<file path="config.mk">
export PLATFORM = sky130hd
export DESIGN_NAME = tracking_filter_2d
export DESIGN_NICKNAME = d
export VERILOG_FILES = /design/src/hw/rtl/tf2d_pkg.sv /design/src/hw/rtl/tracking_filter_2d.sv /design/src/hw/rtl/tf2d_ctrl.sv /design/src/hw/rtl/tf2d_dp.sv
export VERILOG_INCLUDE_DIRS = /design/src /design/src/hw/rtl
export SDC_FILE = /design/constraint.sdc
export NUM_CORES = 2
export LEC_CHECK = 0
export BUFFER_PORTS_ARGS = -buffer_cell sky130_fd_sc_hd__buf_2
export CAP_MARGIN = 5
export CORE_ASPECT_RATIO = 1.25
export CORE_MARGIN = 3
export CORE_UTILIZATION = 55
export CTS_BUF_LIST = sky130_fd_sc_hd__clkbuf_4 sky130_fd_sc_hd__clkbuf_8 sky130_fd_sc_hd__clkbuf_16
export DETAILED_ROUTE_END_ITERATION = 7
export HOLD_SLACK_MARGIN = 0.03
export PLACE_DENSITY_LB_ADDON = 0.1
export SYNTH_ARGS = -nofsm -noshare
export SYNTH_HDL_FRONTEND = slang
export SYNTH_SLANG_ARGS = --single-unit
</file>
<file path="constraint.sdc">
create_clock -name clk -period 15.8 [get_ports clk]
set_clock_uncertainty 0.15 [all_clocks]
set_input_delay 0.79 -clock clk [delete_from_list [all_inputs] [get_ports clk]]
set_output_delay 0.79 -clock clk [all_outputs]
set_load 0.03 [all_outputs]
</file>
<file path="src/hw/rtl/tracking_filter_2d_assert.svh">
// Assertion macros shared by the tracking filter RTL.
`ifndef TRACKING_FILTER_2D_ASSERT_SVH
`define TRACKING_FILTER_2D_ASSERT_SVH

// Immediate implication checked at each clock edge outside reset.
`define TF2D_ASSERT_NOW(label, clk, rst, pre, post) \
  label: assert property (@(posedge clk) disable iff (rst) (pre) |-> (post)) \
    else $error("tracking filter check failed");

// Implication whose consequence is checked at the next clock edge.
`define TF2D_ASSERT_NEXT(label, clk, rst, pre, post) \
  label: assert property (@(posedge clk) disable iff (rst) (pre) |=> (post)) \
    else $error("tracking filter check failed");

`endif

</file>
<file path="src/hw/rtl/tf2d_pkg.sv">
// Shared types, codes and saturating arithmetic for the tracking filter.
package tf2d_pkg;

  localparam int VALUE_WIDTH     = 32;
  localparam int VALUE_FRAC_BITS = 16;
  localparam int GAIN_FRAC_BITS  = 24;
  localparam int PROD_WIDTH      = 2 * VALUE_WIDTH;

  localparam logic [2:0] STEP_VDT  = 3'd0;
  localparam logic [2:0] STEP_ADT  = 3'd1;
  localparam logic [2:0] STEP_HALF = 3'd2;
  localparam logic [2:0] STEP_RES  = 3'd3;
  localparam logic [2:0] STEP_PG   = 3'd4;
  localparam logic [2:0] STEP_RG   = 3'd5;
  localparam logic [2:0] STEP_AG   = 3'd6;

  localparam logic OPC_LOAD = 1'b0;

  typedef logic signed [VALUE_WIDTH-1:0] value_t;

  typedef struct packed {
    logic       capture;
    logic       mul_en;
    logic       acc_en;
    logic [2:0] step;
    logic       axis;
  } cmd_t;

  typedef struct packed {
    logic        mode;
    logic [31:0] time_step;
    logic [24:0] position_gain;
    logic [31:0] rate_gain;
    logic [31:0] accel_gain;
  } cfg_t;

  function automatic value_t sat_add(value_t a, value_t b);
    logic signed [VALUE_WIDTH:0] s;
    s = {a[VALUE_WIDTH-1], a} + {b[VALUE_WIDTH-1], b};
    if (s[VALUE_WIDTH] != s[VALUE_WIDTH-1])
      return s[VALUE_WIDTH] ? {1'b1, {(VALUE_WIDTH-1){1'b0}}} : {1'b0, {(VALUE_WIDTH-1){1'b1}}};
    return s[VALUE_WIDTH-1:0];
  endfunction

  function automatic value_t sat_sub(value_t a, value_t b);
    logic signed [VALUE_WIDTH:0] s;
    s = {a[VALUE_WIDTH-1], a} - {b[VALUE_WIDTH-1], b};
    if (s[VALUE_WIDTH] != s[VALUE_WIDTH-1])
      return s[VALUE_WIDTH] ? {1'b1, {(VALUE_WIDTH-1){1'b0}}} : {1'b0, {(VALUE_WIDTH-1){1'b1}}};
    return s[VALUE_WIDTH-1:0];
  endfunction

endpackage

</file>
<file path="src/hw/rtl/tracking_filter_2d.sv">
// Top level of the two-axis alpha-beta / alpha-beta-gamma tracking filter.
// A load transaction can hand over its result in the cycle after acceptance. A measurement runs
// each axis through one shared 32x32 multiplier (a multiply and an accumulate state per product,
// only an accumulate state for the residual); gamma mode adds the acceleration steps.
// One item is in flight at a time; the next is accepted the cycle after the result is taken.
// Synchronous active-high reset clears the state to zero and loads register defaults.
module tracking_filter_2d (
  input  logic         clk,
  input  logic         rst,
  input  logic         s_tvalid,
  output logic         s_tready,
  // x_value, y_value, x_rate_init, y_rate_init (from bit 0)
  input  logic [127:0] s_tdata,
  // opcode
  input  logic         s_tuser,
  output logic         m_tvalid,
  input  logic         m_tready,
  // x_position, x_velocity, x_accel, y_position, y_velocity, y_accel (from bit 0)
  output logic [191:0] m_tdata,
  input  logic         psel,
  input  logic         penable,
  input  logic         pwrite,
  input  logic [4:0]   paddr,
  input  logic [31:0]  pwdata,
  output logic [31:0]  prdata,
  output logic         pready
);
  import tf2d_pkg::*;

  localparam logic [2:0] REG_MODE  = 3'd0;
  localparam logic [2:0] REG_DT    = 3'd1;
  localparam logic [2:0] REG_ALPHA = 3'd2;
  localparam logic [2:0] REG_BETA  = 3'd3;
  localparam logic [2:0] REG_GAMMA = 3'd4;

  cfg_t   cfg;
  cmd_t   cmd;
  value_t out_pos [2];
  value_t out_vel [2];
  value_t out_acc [2];
  logic   cfg_write;

  // Configuration registers; the user must change these only while the block is idle (not enforced here).
  assign pready    = 1'b1;
  assign cfg_write = psel && penable && pwrite && pready;

  always_ff @(posedge clk) begin
    if (rst) begin
      cfg.mode          <= 1'b0;
      cfg.time_step     <= 32'd65536;
      cfg.position_gain <= 25'd14260634;
      cfg.rate_gain     <= 32'd83886;
      cfg.accel_gain    <= 32'd493;
    end else if (cfg_write) begin
      unique case (paddr[4:2])
        REG_MODE:  cfg.mode          <= pwdata[0];
        REG_DT:    cfg.time_step     <= pwdata;
        REG_ALPHA: cfg.position_gain <= pwdata[24:0];
        REG_BETA:  cfg.rate_gain     <= pwdata;
        REG_GAMMA: cfg.accel_gain    <= pwdata;
        default: ;
      endcase
    end
  end

  always_comb begin
    unique case (paddr[4:2])
      REG_MODE:  prdata = {31'd0, cfg.mode};
      REG_DT:    prdata = cfg.time_step;
      REG_ALPHA: prdata = {7'd0, cfg.position_gain};
      REG_BETA:  prdata = cfg.rate_gain;
      REG_GAMMA: prdata = cfg.accel_gain;
      default:   prdata = '0;
    endcase
  end

  // The controller owns the handshake; the datapath does all the arithmetic.
  tf2d_ctrl u_ctrl (
    .clk       (clk),
    .rst       (rst),
    .in_valid  (s_tvalid),
    .in_opcode (s_tuser),
    .mode      (cfg.mode),
    .out_ready (m_tready),
    .in_ready  (s_tready),
    .out_valid (m_tvalid),
    .cmd       (cmd)
  );

  tf2d_dp u_dp (
    .clk       (clk),
    .rst       (rst),
    .cmd       (cmd),
    .cfg       (cfg),
    .in_opcode (s_tuser),
    .in_x      (s_tdata[31:0]),
    .in_y      (s_tdata[63:32]),
    .in_xr     (s_tdata[95:64]),
    .in_yr     (s_tdata[127:96]),
    .out_pos   (out_pos),
    .out_vel   (out_vel),
    .out_acc   (out_acc)
  );

  // The result is read straight from the state registers, which hold still
  // while the transaction waits on the output side.
  assign m_tdata = {out_acc[1], out_vel[1], out_pos[1], out_acc[0], out_vel[0], out_pos[0]};

  `include "tracking_filter_2d_assert.svh"

  `TF2D_ASSERT_NOW(a_one_side, clk, rst, m_tvalid, !s_tready)
  `TF2D_ASSERT_NEXT(a_busy_after_in, clk, rst, s_tvalid && s_tready, !s_tready)
  `TF2D_ASSERT_NEXT(a_out_held, clk, rst, m_tvalid && !m_tready, m_tvalid && $stable(m_tdata))

endmodule

</file>
<file path="src/hw/rtl/tf2d_ctrl.sv">
// Sequencer that steps the shared multiplier through the filter update.
module tf2d_ctrl (
  input  logic          clk,
  input  logic          rst,
  input  logic          in_valid,
  input  logic          in_opcode,
  input  logic          mode,
  input  logic          out_ready,
  output logic          in_ready,
  output logic          out_valid,
  output tf2d_pkg::cmd_t cmd
);
  import tf2d_pkg::*;

  localparam logic [1:0] ST_IDLE = 2'd0;
  localparam logic [1:0] ST_MUL  = 2'd1;
  localparam logic [1:0] ST_ACC  = 2'd2;
  localparam logic [1:0] ST_OUT  = 2'd3;

  logic [1:0] state, state_next;
  logic [2:0] step, step_next;
  logic       axis, axis_next;
  logic [2:0] succ;
  logic       last;

  always_comb begin
    succ = STEP_RES;
    last = 1'b0;
    unique case (step)
      STEP_VDT:  succ = mode ? STEP_ADT : STEP_RES;
      STEP_ADT:  succ = STEP_HALF;
      STEP_HALF: succ = STEP_RES;
      STEP_RES:  succ = STEP_PG;
      STEP_PG:   succ = STEP_RG;
      STEP_RG:   begin
        succ = STEP_AG;
        last = !mode;
      end
      STEP_AG:   last = 1'b1;
      default:   last = 1'b1;
    endcase
  end

  always_comb begin
    state_next  = state;
    step_next   = step;
    axis_next   = axis;
    cmd         = '0;
    cmd.step    = step;
    cmd.axis    = axis;
    unique case (state)
      ST_IDLE: begin
        if (in_valid) begin
          cmd.capture = 1'b1;
          step_next   = STEP_VDT;
          axis_next   = 1'b0;
          state_next  = (in_opcode == OPC_LOAD) ? ST_OUT : ST_MUL;
        end
      end
      ST_MUL: begin
        cmd.mul_en = 1'b1;
        state_next = ST_ACC;
      end
      ST_ACC: begin
        cmd.acc_en = 1'b1;
        if (last) begin
          if (!axis) begin
            axis_next  = 1'b1;
            step_next  = STEP_VDT;
            state_next = ST_MUL;
          end else begin
            state_next = ST_OUT;
          end
        end else begin
          step_next  = succ;
          state_next = (succ == STEP_RES) ? ST_ACC : ST_MUL;
        end
      end
      ST_OUT: begin
        if (out_ready) state_next = ST_IDLE;
      end
      default: state_next = ST_IDLE;
    endcase
  end

  always_ff @(posedge clk) begin
    if (rst) begin
      state <= ST_IDLE;
      step  <= STEP_VDT;
      axis  <= 1'b0;
    end else begin
      state <= state_next;
      step  <= step_next;
      axis  <= axis_next;
    end
  end

  assign in_ready  = (state == ST_IDLE);
  assign out_valid = (state == ST_OUT);

endmodule

</file>
<file path="src/hw/rtl/tf2d_dp.sv">
// Datapath: state registers, shared multiplier and saturating accumulate.
module tf2d_dp (
  input  logic                  clk,
  input  logic                  rst,
  input  tf2d_pkg::cmd_t        cmd,
  input  tf2d_pkg::cfg_t        cfg,
  input  logic                  in_opcode,
  input  tf2d_pkg::value_t      in_x,
  input  tf2d_pkg::value_t      in_y,
  input  tf2d_pkg::value_t      in_xr,
  input  tf2d_pkg::value_t      in_yr,
  output tf2d_pkg::value_t      out_pos [2],
  output tf2d_pkg::value_t      out_vel [2],
  output tf2d_pkg::value_t      out_acc [2]
);
  import tf2d_pkg::*;

  value_t pos [2];
  value_t vel [2];
  value_t acc [2];
  value_t meas [2];
  value_t pp, vp, adt, res;
  logic   show_acc;

  logic [PROD_WIDTH-1:0] prod;
  logic                  prod_neg;
  logic [5:0]            prod_sh;

  value_t                opa;
  logic [VALUE_WIDTH-1:0] opg;
  logic [VALUE_WIDTH-1:0] mag;
  logic [5:0]            sh;

  logic [PROD_WIDTH:0]   rnd;
  logic [VALUE_WIDTH-1:0] lim, mval;
  value_t                term;

  always_comb begin
    opa = res;
    opg = cfg.time_step;
    sh  = 6'(VALUE_FRAC_BITS);
    case (cmd.step)
      STEP_VDT:  opa = vel[cmd.axis];
      STEP_ADT:  opa = acc[cmd.axis];
      STEP_HALF: begin
        opa = adt;
        sh  = 6'(VALUE_FRAC_BITS + 1);
      end
      STEP_PG: begin
        opg = VALUE_WIDTH'(cfg.position_gain);
        sh  = 6'(GAIN_FRAC_BITS);
      end
      STEP_RG: begin
        opg = cfg.rate_gain;
        sh  = 6'(GAIN_FRAC_BITS);
      end
      STEP_AG: begin
        opg = cfg.accel_gain;
        sh  = 6'(GAIN_FRAC_BITS);
      end
      default: ;
    endcase
    mag = opa[VALUE_WIDTH-1] ? (~opa + 1'b1) : opa;
  end

  // Round half away from zero on the magnitude, then clamp and restore sign.
  always_comb begin
    rnd  = ({1'b0, prod} + ((PROD_WIDTH+1)'(1) << (prod_sh - 6'd1))) >> prod_sh;
    lim  = prod_neg ? {1'b1, {(VALUE_WIDTH-1){1'b0}}} : {1'b0, {(VALUE_WIDTH-1){1'b1}}};
    if (rnd[PROD_WIDTH:VALUE_WIDTH] != '0 || rnd[VALUE_WIDTH-1:0] > lim)
      mval = lim;
    else
      mval = rnd[VALUE_WIDTH-1:0];
    term = prod_neg ? value_t'(~mval + 1'b1) : value_t'(mval);
  end

  always_ff @(posedge clk) begin
    if (cmd.mul_en) begin
      prod     <= PROD_WIDTH'(mag) * PROD_WIDTH'(opg);
      prod_neg <= opa[VALUE_WIDTH-1];
      prod_sh  <= sh;
    end
  end

  always_ff @(posedge clk) begin
    if (rst) begin
      pos      <= '{default: '0};
      vel      <= '{default: '0};
      acc      <= '{default: '0};
      show_acc <= 1'b0;
    end else if (cmd.capture) begin
      meas[0] <= in_x;
      meas[1] <= in_y;
      if (in_opcode == OPC_LOAD) begin
        pos[0]   <= in_x;
        pos[1]   <= in_y;
        vel[0]   <= in_xr;
        vel[1]   <= in_yr;
        acc      <= '{default: '0};
        show_acc <= 1'b1;
      end else begin
        show_acc <= cfg.mode;
      end
    end else if (cmd.acc_en) begin
      case (cmd.step)
        STEP_VDT: begin
          pp <= sat_add(pos[cmd.axis], term);
          vp <= vel[cmd.axis];
        end
        STEP_ADT: begin
          adt <= term;
          vp  <= sat_add(vel[cmd.axis], term);
        end
        STEP_HALF: pp <= sat_add(pp, term);
        STEP_RES:  res <= sat_sub(meas[cmd.axis], pp);
        STEP_PG:   pos[cmd.axis] <= sat_add(pp, term);
        STEP_RG:   vel[cmd.axis] <= sat_add(vp, term);
        STEP_AG:   acc[cmd.axis] <= sat_add(acc[cmd.axis], term);
        default: ;
      endcase
    end
  end

  assign out_pos = pos;
  assign out_vel = vel;
  assign out_acc[0] = show_acc ? acc[0] : '0;
  assign out_acc[1] = show_acc ? acc[1] : '0;

endmodule
</file>
==> qor.yml <==
critical_path:
  arrival_ps: 14330
  critPathRequiredTime_ps: 16220
  worst-path-max-fanout: 23
  worstSetupPathType: "flip-flop to flip-flop"
  crit_path_start_kind: "flip-flop"
  cp_slowest_cell: "nand3_1"
  crit_path_max_incr_delay_ps: 760
  cp-end-kind: "flip-flop"
yosys:
  yosysTopAreaCell: "fa_1"
  synth_top_flop_cell: "dfxtp_1"
  ys_types: 94
  synth_top_area_share_pct: 25.1
  synth_edf_count: 252
  mappedNetlistArea_sq_um: 71900
  yosysWarnings: 0
  synth-seq-cells: 574
  ys_top_cells_by_area: "fa_1 25%, edfxtp_1 11%, dfxtp_1 9.0%"
  ys_seq_area_share_pct: 19.5
  netlist_instances: 8441
  avgSynthCellArea_sq_um: 8.52
  async_flop_share_pct: 0
floorplanning:
  io_pins: 400
  dieArea_sq_um: 135000
  start_util_pct: 55.7
  core_sq_um: 129000
  num_rows: 147
  die_h_um: 410
  dieWidth_um: 329
clock_tree:
  cts_resized: 0
  clock_path_buffers: 3
  clk_latency_ps: 690
  cts_tree: "done"
  clk_pin_slew_worst_paths_ps: 70
  postCtsSetupBuffers: 0
  clock_sinks: 574
  htree_num_levels: 2
  cts_buffers: 58
  cts_root_buf: "clkbuf_16"
  hold_buffers: 0
routing:
  vias: 64500
  drc_errors: 0
  routed_via_density: 6.18
  dr.pass1.iters: 8
  drt_first_iter_violations: 5835
  wirelength_mm: 262
  ant_nets: 0
  post_drt_wl_per_cell_um: 25.1
flow_run:
  max_cap_viol_count: 0
outcome:
  status: "completed"
global_routing:
  met3_usage_pct: 6.36
  grt.busiest_layer: "met2"
  antenna_found_initial: 16
  grt_pass1_vias: 65300
  gr-usage-met1_pct: 42.8
  grt_max_degree: 98
  grtUsageTotal_pct: 38.3
  grt_pass1_wl_mm: 392
  globalRoute.totalOverflow: 0
  use_met2_pct: 65.9
sta:
  slew_headroom_pct: 9.01
  report.final.slew_viol_count: 0
  period_needed_ps: 13910
  max_freq_ghz: 0.0719
  fin_crit_sh_pct: 88.0
  finalSetupViolCount: 0
  grt_setup_unrepaired: "false"
  setup_tns_ps: 0
  worstMarginPinSlew_ps: 1350
  hold_viol_final: 0
layout:
  fin_area_sq_um: 78600
  final_common_cell: "nand2_1"
  post_route_cells_drive_above_1_share_pct: 11.5
  area_delta_synth_final_pct: 9.29
  fillers: 11700
  layout.nets: 10200
  final_cell_mix: "1,341 x nand2_1, 1,131 x inv_1, 902 x fa_1, 642 x nor2_1, 498 x ha_1"
  fin_cells: 10400
power:
  leakagePower_nw: 35.1
  p_per_area_nw_per_um2: 82.4
  finalPower_mw: 6.48
  irDropWorstVdd_v: 0.000116
place:
  place.gp.congestion: 1.01
  numPortBuffers: 396
  place_area_sq_um: 76600
  dp.final_hpwl_mm: 203
  placedCellCount: 10300
hold_path:
  hp-class: "primary input to flip-flop"
## worst max-delay path, delay by kind of cell (launching register included)
family          cells  cell delay [ps]
buf+inv             6             1330
simple gates       11             3330
fa+ha+maj           4             1410
xor+xnor            3              640
compound gates     17             6140
flops               1              730
## power breakdown
| group | switching, mW | leakage, nW | internal [mW] |
|---|---|---|---|
| Clock | 0.667 | 1.01 | 0.821 |
| Combinational | 2.21 | 29.2 | 0.999 |
| Sequential | 0.0934 | 4.93 | 1.69 |
| Total | 2.97 | 35.1 | 3.51 |
## stage by stage
stage               hold slack [ps]  utilization (%)  worst slack (ps)
detailed placement              310             59.3              2350
CTS                             126             60.9              2230
floorplan                       284                -              4150
global route                    148             60.9              1150
global placement                297             59.3              2500
finish                          153             60.9              1890
## cell usage after synthesis (all sizes together) (128+ instances only)
cell	n
nor3	186
and2	184
a21o	128
fa	902
nand2	1342
nor2	649
edfxtp	252
dfxtp	322
ha	498
clkbuf	401
xnor2	193
o21ai	323
inv	1132
a21oi	433
mux2	151
## area by class of cell
| class | count | area (sq um) | share of cell area, % |
|---|---|---|---|
| multi-input cells | 6296 | 52700 | 67.0 |
| flip-flops and latches | 574 | 14000 | 17.8 |
| inverters | 1135 | 4260 | 5.42 |
| repair buffers | 589 | 3440 | 4.37 |
| well taps | 1713 | 2140 | 2.73 |
| clock buffers | 73 | 1670 | 2.13 |
| clock inverters | 37 | 350 | 0.446 |
| diodes | 14 | 35.0 | 0.0446 |
## layer usage
layer,share of wire (%),wire length (um)
met1,35,90600
met3,7.7,20000
met4,8.7,22800
met2,49,128000
met5,0.0042,11
## sequential cells by signal (all words and copies together) (netlist names), 2 cells and up, named ones only
name,count
u_dp.acc,64
u_ctrl.state,2
u_dp.res,32
u_dp.prod_sh,2
u_ctrl.step,3
u_dp.out_vel,64
u_dp.vp,32
u_dp.adt,32
u_dp.pp,32
u_dp.out_pos,64
u_dp.meas,64
cfg,122
u_dp.prod,57
## final timing paths
| check | startpoint | to | slack [ps] | depth (start not counted) |
|---|---|---|---|---|
| hold reg to reg | cfg[26] | cfg[26] | 320 | 2 |
| setup reg to reg | u_dp.prod_sh[0] | u_dp.acc[52] | 1890 | 41 |
| hold / removal | s_tdata[123] | u_dp.out_vel[27] | 150 | 3 |
| setup / recovery | u_dp.prod_sh[0] | u_dp.acc[52] | 1890 | 41 |
## cells by family after synthesis
family / after synthesis / share of synthesized area (%)
compound gates: 1586 / 14.4
xor+xnor: 291 / 3.54
fa+ha+maj: 1409 / 33.9
buf+inv: 1573 / 8.23
flops: 574 / 19.5
mux: 203 / 3.23
other cells: 2 / 0.0104
simple gates: 2803 / 17.2
Power figures use the tool's default switching activity.
